==> config.mk <==
export PLATFORM = sky130hd
export DESIGN_NAME = speech_activity_detector
export DESIGN_NICKNAME = d
export VERILOG_FILES = /design/src/rtl/sad_pkg.sv /design/src/rtl/speech_activity_detector.sv /design/src/rtl/sad_peak_tracker.sv /design/src/rtl/sad_decision.sv
export VERILOG_INCLUDE_DIRS = /design/src /design/src/rtl
export SDC_FILE = /design/constraint.sdc
export NUM_CORES = 1
export LEC_CHECK = 0
export BUFFER_PORTS_ARGS = -buffer_cell sky130_fd_sc_hd__buf_2
export CAP_MARGIN = 20
export CORE_ASPECT_RATIO = 0.6
export CORE_MARGIN = 1.5
export CORE_UTILIZATION = 45
export DETAILED_ROUTE_END_ITERATION = 8
export GPL_ROUTABILITY_DRIVEN = 0
export GPL_TIMING_DRIVEN = 0
export PLACE_DENSITY_LB_ADDON = 0.3
export SYNTH_ARGS = -nofsm -noshare
export SYNTH_HDL_FRONTEND = slang
export SYNTH_SLANG_ARGS = --single-unit
==> constraint.sdc <==
create_clock -name clk -period 8.8 [get_ports clk]
set_input_delay 0.88 -clock clk [delete_from_list [all_inputs] [get_ports clk]]
set_output_delay 0.88 -clock clk [all_outputs]
set_load 0.02 [all_outputs]
==> src/rtl/speech_activity_detector_defines.svh <==
// assertion macros used by the detector top-level rtl file
`ifndef SPEECH_ACTIVITY_DETECTOR_DEFINES_SVH
`define SPEECH_ACTIVITY_DETECTOR_DEFINES_SVH

// same-cycle implication, checked on clk, muted during reset
`define SAD_ASSERT_NOW(label, ante, cons) \
    label: assert property (@(posedge clk) disable iff (!rst_n) (ante) |-> (cons)) \
        else $error("same-cycle check failed");

// next-cycle implication, checked on clk, muted during reset
`define SAD_ASSERT_NEXT(label, ante, cons) \
    label: assert property (@(posedge clk) disable iff (!rst_n) (ante) |=> (cons)) \
        else $error("next-cycle check failed");

`endif

==> src/rtl/sad_pkg.sv <==
`timescale 1ns / 1ps
package sad_pkg;

    localparam int unsigned SAMPLE_W = 16;
    localparam int unsigned LEVEL_W  = 15;
    localparam int unsigned MULT_W   = 4;
    localparam int unsigned COUNT_W  = 8;
    localparam int unsigned PROD_W   = LEVEL_W + MULT_W;
    localparam int unsigned CFG_IDX_W  = 3;
    localparam int unsigned CFG_DATA_W = 15;

    localparam logic [MULT_W-1:0]  MULT_RESET      = 4'd3;
    localparam logic [LEVEL_W-1:0] FLOOR_RESET     = 15'd120;
    localparam logic [LEVEL_W-1:0] CEILING_RESET   = 15'd2500;
    localparam logic [LEVEL_W-1:0] NOISE_MIN_RESET = 15'd8;
    localparam logic [COUNT_W-1:0] HANG_RESET      = 8'd35;
    localparam logic [LEVEL_W-1:0] NOISE_RESET     = 15'd40;
    localparam logic [LEVEL_W-1:0] PEAK_MAX        = 15'h7fff;
    localparam logic [COUNT_W-1:0] COUNT_MAX       = 8'hff;

    typedef enum logic [CFG_IDX_W-1:0] {
        REG_MULTIPLIER = 3'd0,
        REG_FLOOR      = 3'd1,
        REG_CEILING    = 3'd2,
        REG_NOISE_MIN  = 3'd3,
        REG_HANG       = 3'd4
    } sad_reg_t;

    typedef struct packed {
        logic signed [SAMPLE_W-1:0] sample;
        logic                       chunk_end;
        logic                       muted;
    } sad_in_t;

    typedef struct packed {
        logic [LEVEL_W-1:0] chunk_peak;
        logic [LEVEL_W-1:0] noise_level;
        logic [LEVEL_W-1:0] threshold;
        logic               hearing;
    } sad_out_t;

    typedef struct packed {
        logic [MULT_W-1:0]  threshold_multiplier;
        logic [LEVEL_W-1:0] threshold_floor;
        logic [LEVEL_W-1:0] threshold_ceiling;
        logic [LEVEL_W-1:0] noise_minimum;
        logic [COUNT_W-1:0] hang_chunks;
    } sad_cfg_t;

    typedef struct packed {
        logic fire;
        logic chunk_end;
        logic muted;
    } sad_step_t;

endpackage

==> src/rtl/speech_activity_detector.sv <==
`timescale 1ns / 1ps
// speech activity detector with an adaptive noise floor
// input channel: in_valid / in_stall carry one pcm sample per request, with a
// chunk-end mark and the mute flag. output channel: out_valid / out_stall carry
// one result per chunk (peak, noise floor, threshold, hearing).
// configuration: cfg_we writes cfg_data into register cfg_index;
// write only while no request is in flight.
// path: a request is registered in the input register on acceptance; a
// chunk end's result is registered in the result register as it advances.
// throughput: one request per cycle unless a chunk end waits on a held result;
// the threshold and noise update between the two registers is combinational.
// stall: a pending result is held; samples that are not chunk ends keep
// flowing, and a chunk-end request waits in the input register until the
// result register is free, which then stalls the input.
// reset: clears the running peak, hearing and hang count, noise floor to 40,
// configuration registers to their defaults.
`include "speech_activity_detector_defines.svh"
module speech_activity_detector
    import sad_pkg::*;
(
    input  logic                  clk,
    input  logic                  rst_n,
    input  logic                  in_valid,
    output logic                  in_stall,
    input  sad_in_t               in_data,
    output logic                  out_valid,
    input  logic                  out_stall,
    output sad_out_t              out_data,
    input  logic                  cfg_we,
    input  logic [CFG_IDX_W-1:0]  cfg_index,
    input  logic [CFG_DATA_W-1:0] cfg_data
);

    sad_cfg_t           cfg_reg;
    logic               in_valid_reg;
    sad_in_t            in_data_reg;
    logic               out_valid_reg;
    sad_out_t           out_data_reg;
    logic               advance;
    logic               accept;
    sad_step_t          step;
    logic [LEVEL_W-1:0] chunk_peak;
    sad_out_t           result;

    assign advance = in_valid_reg &&
                     (!in_data_reg.chunk_end || !out_valid_reg || !out_stall);
    assign in_stall = in_valid_reg && !advance;
    assign accept   = in_valid && !in_stall;

    assign step.fire      = advance;
    assign step.chunk_end = in_data_reg.chunk_end;
    assign step.muted     = in_data_reg.muted;

    assign out_valid = out_valid_reg;
    assign out_data  = out_data_reg;

    sad_peak_tracker u_peak
    (
        .clk        (clk),
        .rst_n      (rst_n),
        .step       (step),
        .sample     (in_data_reg.sample),
        .chunk_peak (chunk_peak)
    );

    sad_decision u_decision
    (
        .clk        (clk),
        .rst_n      (rst_n),
        .step       (step),
        .cfg        (cfg_reg),
        .chunk_peak (chunk_peak),
        .result     (result)
    );

    always_ff @(posedge clk or negedge rst_n)
    begin
        if (!rst_n)
        begin
            cfg_reg.threshold_multiplier <= MULT_RESET;
            cfg_reg.threshold_floor      <= FLOOR_RESET;
            cfg_reg.threshold_ceiling    <= CEILING_RESET;
            cfg_reg.noise_minimum        <= NOISE_MIN_RESET;
            cfg_reg.hang_chunks          <= HANG_RESET;
        end
        else if (cfg_we)
        begin
            case (cfg_index)
                REG_MULTIPLIER: cfg_reg.threshold_multiplier <= cfg_data[MULT_W-1:0];
                REG_FLOOR:      cfg_reg.threshold_floor      <= cfg_data[LEVEL_W-1:0];
                REG_CEILING:    cfg_reg.threshold_ceiling    <= cfg_data[LEVEL_W-1:0];
                REG_NOISE_MIN:  cfg_reg.noise_minimum        <= cfg_data[LEVEL_W-1:0];
                REG_HANG:       cfg_reg.hang_chunks          <= cfg_data[COUNT_W-1:0];
                default:        ;
            endcase
        end
    end

    always_ff @(posedge clk or negedge rst_n)
    begin
        if (!rst_n)
        begin
            in_valid_reg  <= 1'b0;
            out_valid_reg <= 1'b0;
        end
        else
        begin
            if (accept)
            begin
                in_valid_reg <= 1'b1;
            end
            else if (advance)
            begin
                in_valid_reg <= 1'b0;
            end
            if (advance && in_data_reg.chunk_end)
            begin
                out_valid_reg <= 1'b1;
            end
            else if (!out_stall)
            begin
                out_valid_reg <= 1'b0;
            end
        end
    end

    always_ff @(posedge clk)
    begin
        if (accept)
        begin
            in_data_reg <= in_data;
        end
        if (advance && in_data_reg.chunk_end)
        begin
            out_data_reg <= result;
        end
    end

    // a chunk end always yields a result next cycle
    `SAD_ASSERT_NEXT(a_chunk_gives_result, advance && in_data_reg.chunk_end, out_valid_reg)
    // a held result is never overwritten
    `SAD_ASSERT_NOW(a_no_overwrite, out_valid_reg && out_stall,
                    !(advance && in_data_reg.chunk_end))
    // a request that cannot move keeps its slot
    `SAD_ASSERT_NEXT(a_input_holds, in_valid_reg && !advance,
                     in_valid_reg && $stable(in_data_reg))
    // a muted chunk never reports hearing
    `SAD_ASSERT_NOW(a_muted_silent, advance && in_data_reg.chunk_end && in_data_reg.muted,
                    !result.hearing && (result.chunk_peak == '0))

endmodule

==> src/rtl/sad_peak_tracker.sv <==
`timescale 1ns / 1ps
module sad_peak_tracker
    import sad_pkg::*;
(
    input  logic                       clk,
    input  logic                       rst_n,
    input  sad_step_t                  step,
    input  logic signed [SAMPLE_W-1:0] sample,
    output logic [LEVEL_W-1:0]         chunk_peak
);

    logic [LEVEL_W-1:0]  running_peak_reg;
    logic [LEVEL_W-1:0]  running_peak_next;
    logic [SAMPLE_W-1:0] neg_sample;
    logic [LEVEL_W-1:0]  mag;

    // absolute value, full-scale negative saturates
    always_comb
    begin
        neg_sample = SAMPLE_W'(0) - SAMPLE_W'(sample);
        if (sample[SAMPLE_W-1])
        begin
            mag = neg_sample[SAMPLE_W-1] ? PEAK_MAX : neg_sample[LEVEL_W-1:0];
        end
        else
        begin
            mag = sample[LEVEL_W-1:0];
        end
    end

    always_comb
    begin
        if (!step.muted && (mag > running_peak_reg))
        begin
            chunk_peak = mag;
        end
        else
        begin
            chunk_peak = running_peak_reg;
        end
        running_peak_next = running_peak_reg;
        if (step.fire)
        begin
            running_peak_next = step.chunk_end ? '0 : chunk_peak;
        end
    end

    always_ff @(posedge clk or negedge rst_n)
    begin
        if (!rst_n)
        begin
            running_peak_reg <= '0;
        end
        else
        begin
            running_peak_reg <= running_peak_next;
        end
    end

endmodule

==> src/rtl/sad_decision.sv <==
`timescale 1ns / 1ps
module sad_decision
    import sad_pkg::*;
(
    input  logic               clk,
    input  logic               rst_n,
    input  sad_step_t          step,
    input  sad_cfg_t           cfg,
    input  logic [LEVEL_W-1:0] chunk_peak,
    output sad_out_t           result
);

    logic [LEVEL_W-1:0] noise_floor_reg;
    logic [LEVEL_W-1:0] noise_floor_next;
    logic               hearing_reg;
    logic               hearing_next;
    logic               heard_ever_reg;
    logic               heard_ever_next;
    logic [COUNT_W-1:0] count_reg;
    logic [COUNT_W-1:0] count_next;

    logic [PROD_W-1:0]  product;
    logic [PROD_W-1:0]  floored;
    logic [PROD_W-1:0]  clamped;
    logic [LEVEL_W-1:0] thresh;
    logic [PROD_W-1:0]  blend;
    logic [LEVEL_W-1:0] relaxed;
    logic [COUNT_W-1:0] count_adv;
    logic               loud;

    always_comb
    begin
        product = PROD_W'(noise_floor_reg) * PROD_W'(cfg.threshold_multiplier);
        floored = (product < PROD_W'(cfg.threshold_floor)) ?
                  PROD_W'(cfg.threshold_floor) : product;
        clamped = (floored > PROD_W'(cfg.threshold_ceiling)) ?
                  PROD_W'(cfg.threshold_ceiling) : floored;
        thresh  = clamped[LEVEL_W-1:0];
    end

    // noise relaxes as (15 * noise + peak) / 16, held at the minimum
    always_comb
    begin
        blend   = (PROD_W'(noise_floor_reg) << 4) - PROD_W'(noise_floor_reg)
                  + PROD_W'(chunk_peak);
        relaxed = blend[PROD_W-1:4];
        if (relaxed < cfg.noise_minimum)
        begin
            relaxed = cfg.noise_minimum;
        end
        count_adv = (count_reg == COUNT_MAX) ? count_reg : count_reg + COUNT_W'(1);
        loud      = (chunk_peak >= thresh);
    end

    always_comb
    begin
        noise_floor_next = noise_floor_reg;
        hearing_next     = hearing_reg;
        heard_ever_next  = heard_ever_reg;
        count_next       = count_reg;
        if (step.muted)
        begin
            hearing_next = 1'b0;
            count_next   = count_adv;
        end
        else
        begin
            if (loud)
            begin
                hearing_next    = 1'b1;
                heard_ever_next = 1'b1;
                count_next      = '0;
            end
            else
            begin
                if (!hearing_reg)
                begin
                    noise_floor_next = relaxed;
                end
                count_next = count_adv;
            end
            if (!heard_ever_next || (count_next > cfg.hang_chunks))
            begin
                hearing_next = 1'b0;
            end
        end
        result.chunk_peak  = step.muted ? '0 : chunk_peak;
        result.noise_level = noise_floor_reg;
        result.threshold   = thresh;
        result.hearing     = hearing_next;
    end

    always_ff @(posedge clk or negedge rst_n)
    begin
        if (!rst_n)
        begin
            noise_floor_reg <= NOISE_RESET;
            hearing_reg     <= 1'b0;
            heard_ever_reg  <= 1'b0;
            count_reg       <= '0;
        end
        else if (step.fire && step.chunk_end)
        begin
            noise_floor_reg <= noise_floor_next;
            hearing_reg     <= hearing_next;
            heard_ever_reg  <= heard_ever_next;
            count_reg       <= count_next;
        end
    end

endmodule
==> metrics.sh, run 1 <==
TOTALNEGATIVESETUPSLACK_NS=-9.93
CTS_INSERTED_BUFFERS=17
YS_TYPES=62
FLOORPLAN.DIE.WIDTH_UM=215
YS_SEQ_ELEMENTS=163
FIRST_PASS_ITERS=5
FINAL_MIN_PERIOD_OVER_CLOCK_PERIOD_PCT=111
NUM_VIAS=9853
CRITICAL-PATH-TOP-CELL-BY-COUNT='sky130_fd_sc_hd__a21o_1'
POST-SYNTH-TOP-AREA-CELL='sky130_fd_sc_hd__dfrtp_1'
FAILED_CHECKS='setup timing'
DOMINANT_COMBINATIONAL_CELL_FAMILY_BY_AREA_AFTER_SYNTHESIS='adder cells'
GRT_START_MAX_NET_PINS=60
CTS_TREE='yes'
CTS.HTREE.LEVELS=4
CRIT-REG2REG-LAUNCH='u_decision.noise_floor_reg[7]$_DFFE_PN0P_'
CP.ARRIVAL_NS=10.19
SYNTH_NETS=1461
DPL_HPWL_MM=25.6
VIAS_PER_CELL=5.51
DETAIL_ROUTE.ITER0.VIOLATIONS=736
SYNTH-EDFF-COUNT=64
CTS.REPORTEDPATHS.CLKPINSLEW_NS=0.07
FINAL_LAYOUT_SIZE_SUFFIX_GT1_SHARE_PCT=26.1
POST_SYNTH_MAIN_AREA_CONTRIBUTORS='sky130_fd_sc_hd__dfrtp_1, sky130_fd_sc_hd__edfxtp_1, sky130_fd_sc_hd__ha_1'
CELL_AT_THE_ROOT_OF_THE_CLOCK_TREE='sky130_fd_sc_hd__clkbuf_16'
ROUTE.DETAILED.DRC=0
MULTI_INPUT_GATE_AREA_IN_THE_FINAL_LAYOUT_SQ_UM=7480
CLASS_OF_THE_MOST_CRITICAL_HOLD_TIMING_PATH='input port to asynchronous set/reset pin'
FINALHOLDVIOLCOUNT=0
LARGEST_REGISTER_FF_COUNT=57
WORST_SLACK_NS=-0.991
NUM_ROWS=46
CRIT_PATH_START_KIND='register'
YOSYS-MUX-AREA-FRACTION_PCT=8.93
CP_DATA_REQUIRED_TIME_NS=9.20
SETUP_VIOL=18
RSZ0062_AT_GRT='yes'
PLACEABLECOREAREA_SQ_UM=26500
SYNTH-WARNING-COUNT=0
POSTSYNTH.TOPFLOPCELL='sky130_fd_sc_hd__dfrtp_1'
SYNTH_SIMPLE_GATE_AREA_SHARE_PCT=14.0
FILLERINSTANCES=2354
DIE_H_UM=130
CLOCK-SINKS=163
YOSYS_TOP_CELL_AREA_SHARE_PCT=16.9
WHS_NS=0.411
POST_SYNTH.CELL_AREA_AVG_SQ_UM=9.65
TRACK_USAGE_PCT=25.2
CRITPATHCAPTURETYPE='register'
POST_SYNTH_INSTANCE_AREA_SQ_UM=12100
AREA.GROWTH.SYNTH_TO_FINAL_PCT=20.8
SYNTH.TOP_CELLS.BY_COUNT='sky130_fd_sc_hd__inv_1, sky130_fd_sc_hd__nand2_1, sky130_fd_sc_hd__ha_1'
PIN_SLEW_WITH_THE_LEAST_HEADROOM_TO_ITS_LIMIT_NS=0.947
ANTENNA_CELLS_INSERTED=0
FINAL-MAX-SLEW-VIOLATION-COUNT=0
ROUTED_WIRELENGTH_MM=34.3
TIMING.SLEW.HEADROOM_PCT=35.3
SLOWEST_STAGE='sky130_fd_sc_hd__fa_1'
MAX_STAGE_DELAY_NS=0.55
CLKLATENCYLATEPIN_NS=0.46
START_UTIL_PCT=45.9
CTS.PATH.MAX_BUFFERS=2
SYNTH_FA_HA_AREA_SHARE_PCT=19.0
FP.DIEAREA_SQ_UM=28000
GRT_PASS1_VIAS=9616
PERIOD_NEEDED_NS=9.79
RESULT_OF_THE_RUN='finished, violations left'
FINALNETCOUNT=1619
SYNTH_COMPOUND_GATE_AREA_SHARE_PCT=12.9
SKEW_NS=0.0105
WL_PER_CELL_UM=19.2
SYNTHXORXNORAREAFRAC_PCT=2.89
CRITPATHMAXFANOUT=8
PRE_CTS_SLACK_NS=-1.65
FINAL-SEQ-AREA_SQ_UM=4430
CTS_HOLD_REPAIR.BUFFERS=0
TIMING.FMAX_GHz=0.102
NETLIST_INSTANCES=1258
GRT_OVERFLOW=0
GRT_FIRST_PASS_WIRELENGTH_MM=53.6
TOP_LEVEL_PORTS=89
SYNTH-ASYNC-RESET-RATIO_PCT=60.7
TIMING_STARTPOINT_OF_THE_CRITICAL_PATH='u_decision.noise_floor_reg[7]$_DFFE_PN0P_'
PORT-BUFFER-COUNT=88
DRV.MAX_CAP_VIOLATION_COUNT=0
SEQ_AREA_FRAC_SYNTH_PCT=36.4
SYNTH_MOST_COMMON_CELL='sky130_fd_sc_hd__inv_1'
ANTENNA_LEFT=0
TIMING.SETUP.CRITICAL_PATH_CLASS='register to register'
GRT_ANTENNA_BEFORE_REPAIR=0
## through the flow
stage | instance area [sq um] | util (%) | std cells
after global routing | 14700 | 55.4 | 1789
after global placement | 13200 | 49.8 | 1706
after CTS | 14300 | 53.8 | 1770
after floorplan | 12300 | - | 1258
after detailed placement | 13200 | 50.0 | 1708
final | 14700 | 55.4 | 1789
## per-layer routing
layer | vias to the layer above | GRT usage, % | routed length [um]
met1 | 4762 | 37.1 | 16700
li1 | 4678 | - | -
met4 | 0 | 6.25 | 470
met3 | 38 | 8.09 | 3370
met2 | 375 | 35.6 | 13700
met5 | - | 0 | 0
## critical path, delay by kind of cell, from the launching register on
kind / cells / cell delay, ns
buffers and inverters: 5 / 0.52
AO/OA/AOI/OAI: 25 / 3.82
multiplexers: 3 / 0.74
AND/OR/NAND/NOR: 10 / 1.75
adder cells (fa/ha/maj): 7 / 2.19
XOR/XNOR: 1 / 0.19
flip-flops: 1 / 0.50
## cells in the final DEF (no fill, tap or decap), types with 7 or more instances in the layout
cell type                   count
sky130_fd_sc_hd__a21o_1        29
sky130_fd_sc_hd__a21oi_1       57
sky130_fd_sc_hd__a21oi_2       12
sky130_fd_sc_hd__and2_1        39
sky130_fd_sc_hd__buf_2         88
sky130_fd_sc_hd__buf_4         45
sky130_fd_sc_hd__buf_8          7
sky130_fd_sc_hd__clkbuf_1      22
sky130_fd_sc_hd__clkbuf_16     19
sky130_fd_sc_hd__dfrtp_1       74
sky130_fd_sc_hd__dfrtp_2        8
sky130_fd_sc_hd__dfstp_2       17
sky130_fd_sc_hd__edfxtp_1      64
sky130_fd_sc_hd__fa_1          36
sky130_fd_sc_hd__ha_1         112
sky130_fd_sc_hd__ha_2           7
sky130_fd_sc_hd__inv_1        148
sky130_fd_sc_hd__mux2_2        65
sky130_fd_sc_hd__mux2i_1       30
sky130_fd_sc_hd__nand2_1      127
sky130_fd_sc_hd__nand2b_1      13
sky130_fd_sc_hd__nand3_1       21
sky130_fd_sc_hd__nand4_1       15
sky130_fd_sc_hd__nor2_1        60
sky130_fd_sc_hd__nor2b_1        9
sky130_fd_sc_hd__nor3_1        11
sky130_fd_sc_hd__o21a_1        12
sky130_fd_sc_hd__o21ai_0       70
sky130_fd_sc_hd__o21ai_1       11
sky130_fd_sc_hd__o21ai_2       12
sky130_fd_sc_hd__xnor2_1       17
sky130_fd_sc_hd__xor2_1        15
## area by class of cell
type,count,share of cell area [%]
clock buffers,18,2.93
repair buffers,139,6.15
well taps,360,3.07
multi-input cells,909,51.0
clock inverters,14,0.939
flip-flops and latches,163,30.2
plain buffers,35,1.80
inverters,151,3.87
## worst paths after layout
check | slack (ns) | cells after the start | end
min in group clk | 0.48 | 2 | u_peak.running_peak_reg[5]$_DFFE_PN0P_
setup / recovery | -0.99 | 51 | u_decision.hearing_reg$_DFFE_PN0P_
hold reg to reg | 0.48 | 2 | u_peak.running_peak_reg[5]$_DFFE_PN0P_
max in group asynchronous | 7.60 | 2 | u_decision.noise_floor_reg[5]$_DFFE_PN1P_
hold / removal | 0.41 | 1 | cfg_reg[33]$_DFFE_PN0P_
setup reg to reg | -0.99 | 51 | u_decision.hearing_reg$_DFFE_PN0P_
## timing repair
action | 4_1_cts | 5_1_grt
buffers inserted | 30 | 15
resized for setup | 49 | 70
gates cloned | 0 | 2
setup endpoints to repair | 26 | 26
pin swaps | 35 | 33
## kinds of logic (layout without fill, tap and decap cells)
kind of cell / count (synthesis) / after routing
flip-flops: 163 / 163
adder cells (fa/ha/maj): 162 / 162
multiplexers: 100 / 100
buffers and inverters: 186 / 357
AND/OR/NAND/NOR: 350 / 350
AO/OA/AOI/OAI: 257 / 257
XOR/XNOR: 40 / 40
Power of run 1 is not shown: default switching activity piles up to over one toggle a cycle in this logic, so the estimate is an artifact.
==> run 2: changes to the inputs <==
--- a/config.mk
+++ b/config.mk
@@ -8,9 +8,11 @@
 export LEC_CHECK = 0
 export BUFFER_PORTS_ARGS = -buffer_cell sky130_fd_sc_hd__buf_2
 export CAP_MARGIN = 20
+export CELL_PAD_IN_SITES_DETAIL_PLACEMENT = 1
+export CELL_PAD_IN_SITES_GLOBAL_PLACEMENT = 2
 export CORE_ASPECT_RATIO = 0.6
 export CORE_MARGIN = 1.5
-export CORE_UTILIZATION = 45
+export CORE_UTILIZATION = 36
 export DETAILED_ROUTE_END_ITERATION = 8
 export GPL_ROUTABILITY_DRIVEN = 0
 export GPL_TIMING_DRIVEN = 0
==> metrics.sh, run 2 (synthesized netlist as in run 1, its figures left out) <==
RESULT_OF_THE_RUN='finished, violations left'
FAILED_CHECKS='setup timing'
WORST_SLACK_NS=-1.11
SKEW_NS=0.0164
LARGEST_REGISTER_FF_COUNT=57
GRT_FIRST_PASS_WIRELENGTH_MM=62.5
CRIT_PATH_START_KIND='register'
R2R_CELLS=51
FIRST_PASS_ITERS=5
PRE_CTS_SLACK_NS=-1.89
NUM_ROWS=51
MULTI_INPUT_GATE_AREA_IN_THE_FINAL_LAYOUT_SQ_UM=7510
CTS.PATH.MAX_BUFFERS=2
WL_PER_CELL_UM=21.4
ROUTE.DETAILED.DRC=0
TIMING.SETUP.CRITICAL_PATH_CLASS='register to register'
MAX_STAGE_DELAY_NS=0.56
WHS_NS=0.480
DRV.MAX_CAP_VIOLATION_COUNT=0
CTS.REPORTEDPATHS.CLKPINSLEW_NS=0.07
REG2REG_TO='u_decision.hearing_reg$_DFFE_PN0P_'
TOP_LEVEL_PORTS=89
VIAS_PER_CELL=5.26
CELL_AT_THE_ROOT_OF_THE_CLOCK_TREE='sky130_fd_sc_hd__clkbuf_16'
SETUP_VIOL=25
GRT_ANTENNA_BEFORE_REPAIR=2
FP.DIEAREA_SQ_UM=34900
MOST-COMMON-LAYOUT-CELLS='sky130_fd_sc_hd__inv_1, sky130_fd_sc_hd__nand2_1, sky130_fd_sc_hd__ha_1'
AREA.GROWTH.SYNTH_TO_FINAL_PCT=21.3
MOST_COMMON_LIBRARY_CELL_IN_THE_LAYOUT_IGNORING_FILL_AND_TAPS='sky130_fd_sc_hd__inv_1'
CTS.HTREE.LEVELS=4
CLKLATENCYLATEPIN_NS=0.47
TIMING.SLEW.HEADROOM_PCT=36.9
TRACK_USAGE_PCT=23.9
DIE_H_UM=145
CTS_TREE='yes'
PORT-BUFFER-COUNT=88
CRIT-REG2REG-LAUNCH='cfg_reg[54]$_DFFE_PN1P_'
DETAIL_ROUTE.ITER0.VIOLATIONS=740
START_UTIL_PCT=37.0
FINAL_MIN_PERIOD_OVER_CLOCK_PERIOD_PCT=113
SETUP.WORST_PATH.END='u_decision.hearing_reg$_DFFE_PN0P_'
FINAL-SEQ-AREA_SQ_UM=4430
PLACED_CELL_AREA_SQ_UM=13300
FINAL_CORE_UTILIZATION_PCT=44.9
DPL_HPWL_MM=30.6
GRT_START_MAX_NET_PINS=52
FILLERINSTANCES=3774
SLOWEST_STAGE='sky130_fd_sc_hd__dfstp_2'
CLASS_OF_THE_MOST_CRITICAL_HOLD_TIMING_PATH='input port to asynchronous set/reset pin'
CRITPATHMAXFANOUT=5
FINALNETCOUNT=1611
GRT_OVERFLOW=0
RRSETUPSLACK_NS=-1.11
CRITPATHCAPTURETYPE='register'
CP_DATA_REQUIRED_TIME_NS=9.21
FINAL-MAX-SLEW-VIOLATION-COUNT=0
CP.ARRIVAL_NS=10.32
PERIOD_NEEDED_NS=9.91
NUM_VIAS=9848
CRITICAL-PATH-TOP-CELL-BY-COUNT='sky130_fd_sc_hd__o21a_1'
GRT_PASS1_VIAS=10500
TIMING.FMAX_GHz=0.101
RSZ0062_AT_GRT='yes'
LAYOUT.CELL_AREA.NON_FILLER_SQ_UM=14700
FINAL_LAYOUT_SIZE_SUFFIX_GT1_SHARE_PCT=24.7
FLOORPLAN.DIE.WIDTH_UM=240
PLACEABLECOREAREA_SQ_UM=32800
ANTENNA_LEFT=0
CTS_INSERTED_BUFFERS=17
ROUTED_WIRELENGTH_MM=40.0
PIN_SLEW_WITH_THE_LEAST_HEADROOM_TO_ITS_LIMIT_NS=0.946
CLOCK-SINKS=163
TIMING_STARTPOINT_OF_THE_CRITICAL_PATH='cfg_reg[54]$_DFFE_PN1P_'
CTS_HOLD_REPAIR.BUFFERS=0
FINALHOLDVIOLCOUNT=0
==> run 2: cell types whose count changed in the layout (fill, tap and decap cells not counted), sizes merged, moves of 2 or more <==
cell | previous run | this run
inv | 152 | 154
buf | 146 | 137
diode | 0 | 2
clkinvlp | 3 | 1
==> run 2: worst min path at each step <==
stage / start / depth (start not counted) / endpoint
floorplan: u_decision.heard_ever_reg$_DFFE_PN0P_ / 1 / u_decision.heard_ever_reg$_DFFE_PN0P_
global placement: u_decision.heard_ever_reg$_DFFE_PN0P_ / 1 / u_decision.heard_ever_reg$_DFFE_PN0P_
detailed placement: u_decision.heard_ever_reg$_DFFE_PN0P_ / 1 / u_decision.heard_ever_reg$_DFFE_PN0P_
CTS: u_decision.heard_ever_reg$_DFFE_PN0P_ / 1 / u_decision.heard_ever_reg$_DFFE_PN0P_
global route: u_decision.heard_ever_reg$_DFFE_PN0P_ / 1 / u_decision.heard_ever_reg$_DFFE_PN0P_
finish: rst_n / 1 / cfg_reg[52]$_DFFE_PN0P_
==> run 2: per-layer routing <==
metal / track usage [%] / vias to the layer above / share of wire [%]
met5: 0 / - / 0
met4: 4.43 / 0 / 0.92
met3: 5.86 / 27 / 6.0
met2: 32.6 / 171 / 41
met1: 37.5 / 4989 / 52
li1: - / 4661 / -
==> run 2: cell type report <==
class	count	share of cell area [%]
multi-input cells	909	51.0
flip-flops and latches	163	30.1
repair buffers	131	5.64
inverters	151	3.86
well taps	450	3.82
clock buffers	17	2.89
plain buffers	35	1.65
clock inverters	15	1.07
diodes	2	0.0340
==> run 2: critical path, delay by kind of cell, from the launching register on <==
kind                     cells  cell delay (ns)
adder cells (fa/ha/maj)      7             2.52
buffers and inverters        7             0.90
AND/OR/NAND/NOR              9             1.23
multiplexers                 3             0.81
XOR/XNOR                     1             0.21
AO/OA/AOI/OAI               24             3.58
flip-flops                   1             0.56
==> run 2: per-stage QoR <==
step,TNS [ns],instances
3_3_place_gp,-32.26,1796
6_report,-15.16,1873
4_1_cts,-10.84,1862
3_5_place_dp,-34.38,1798
2_1_floorplan,-0.148,1258
5_1_grt,-25.03,1871
==> run 2: timing repair <==
item | 4_1_cts | 5_1_grt
buffers inserted | 31 | 9
pin swaps | 45 | 13
endpoints found under the setup margin | 26 | 26
gates cloned | 1 | 0
resized for setup | 61 | 36
Power of run 2 is left out for the same reason.
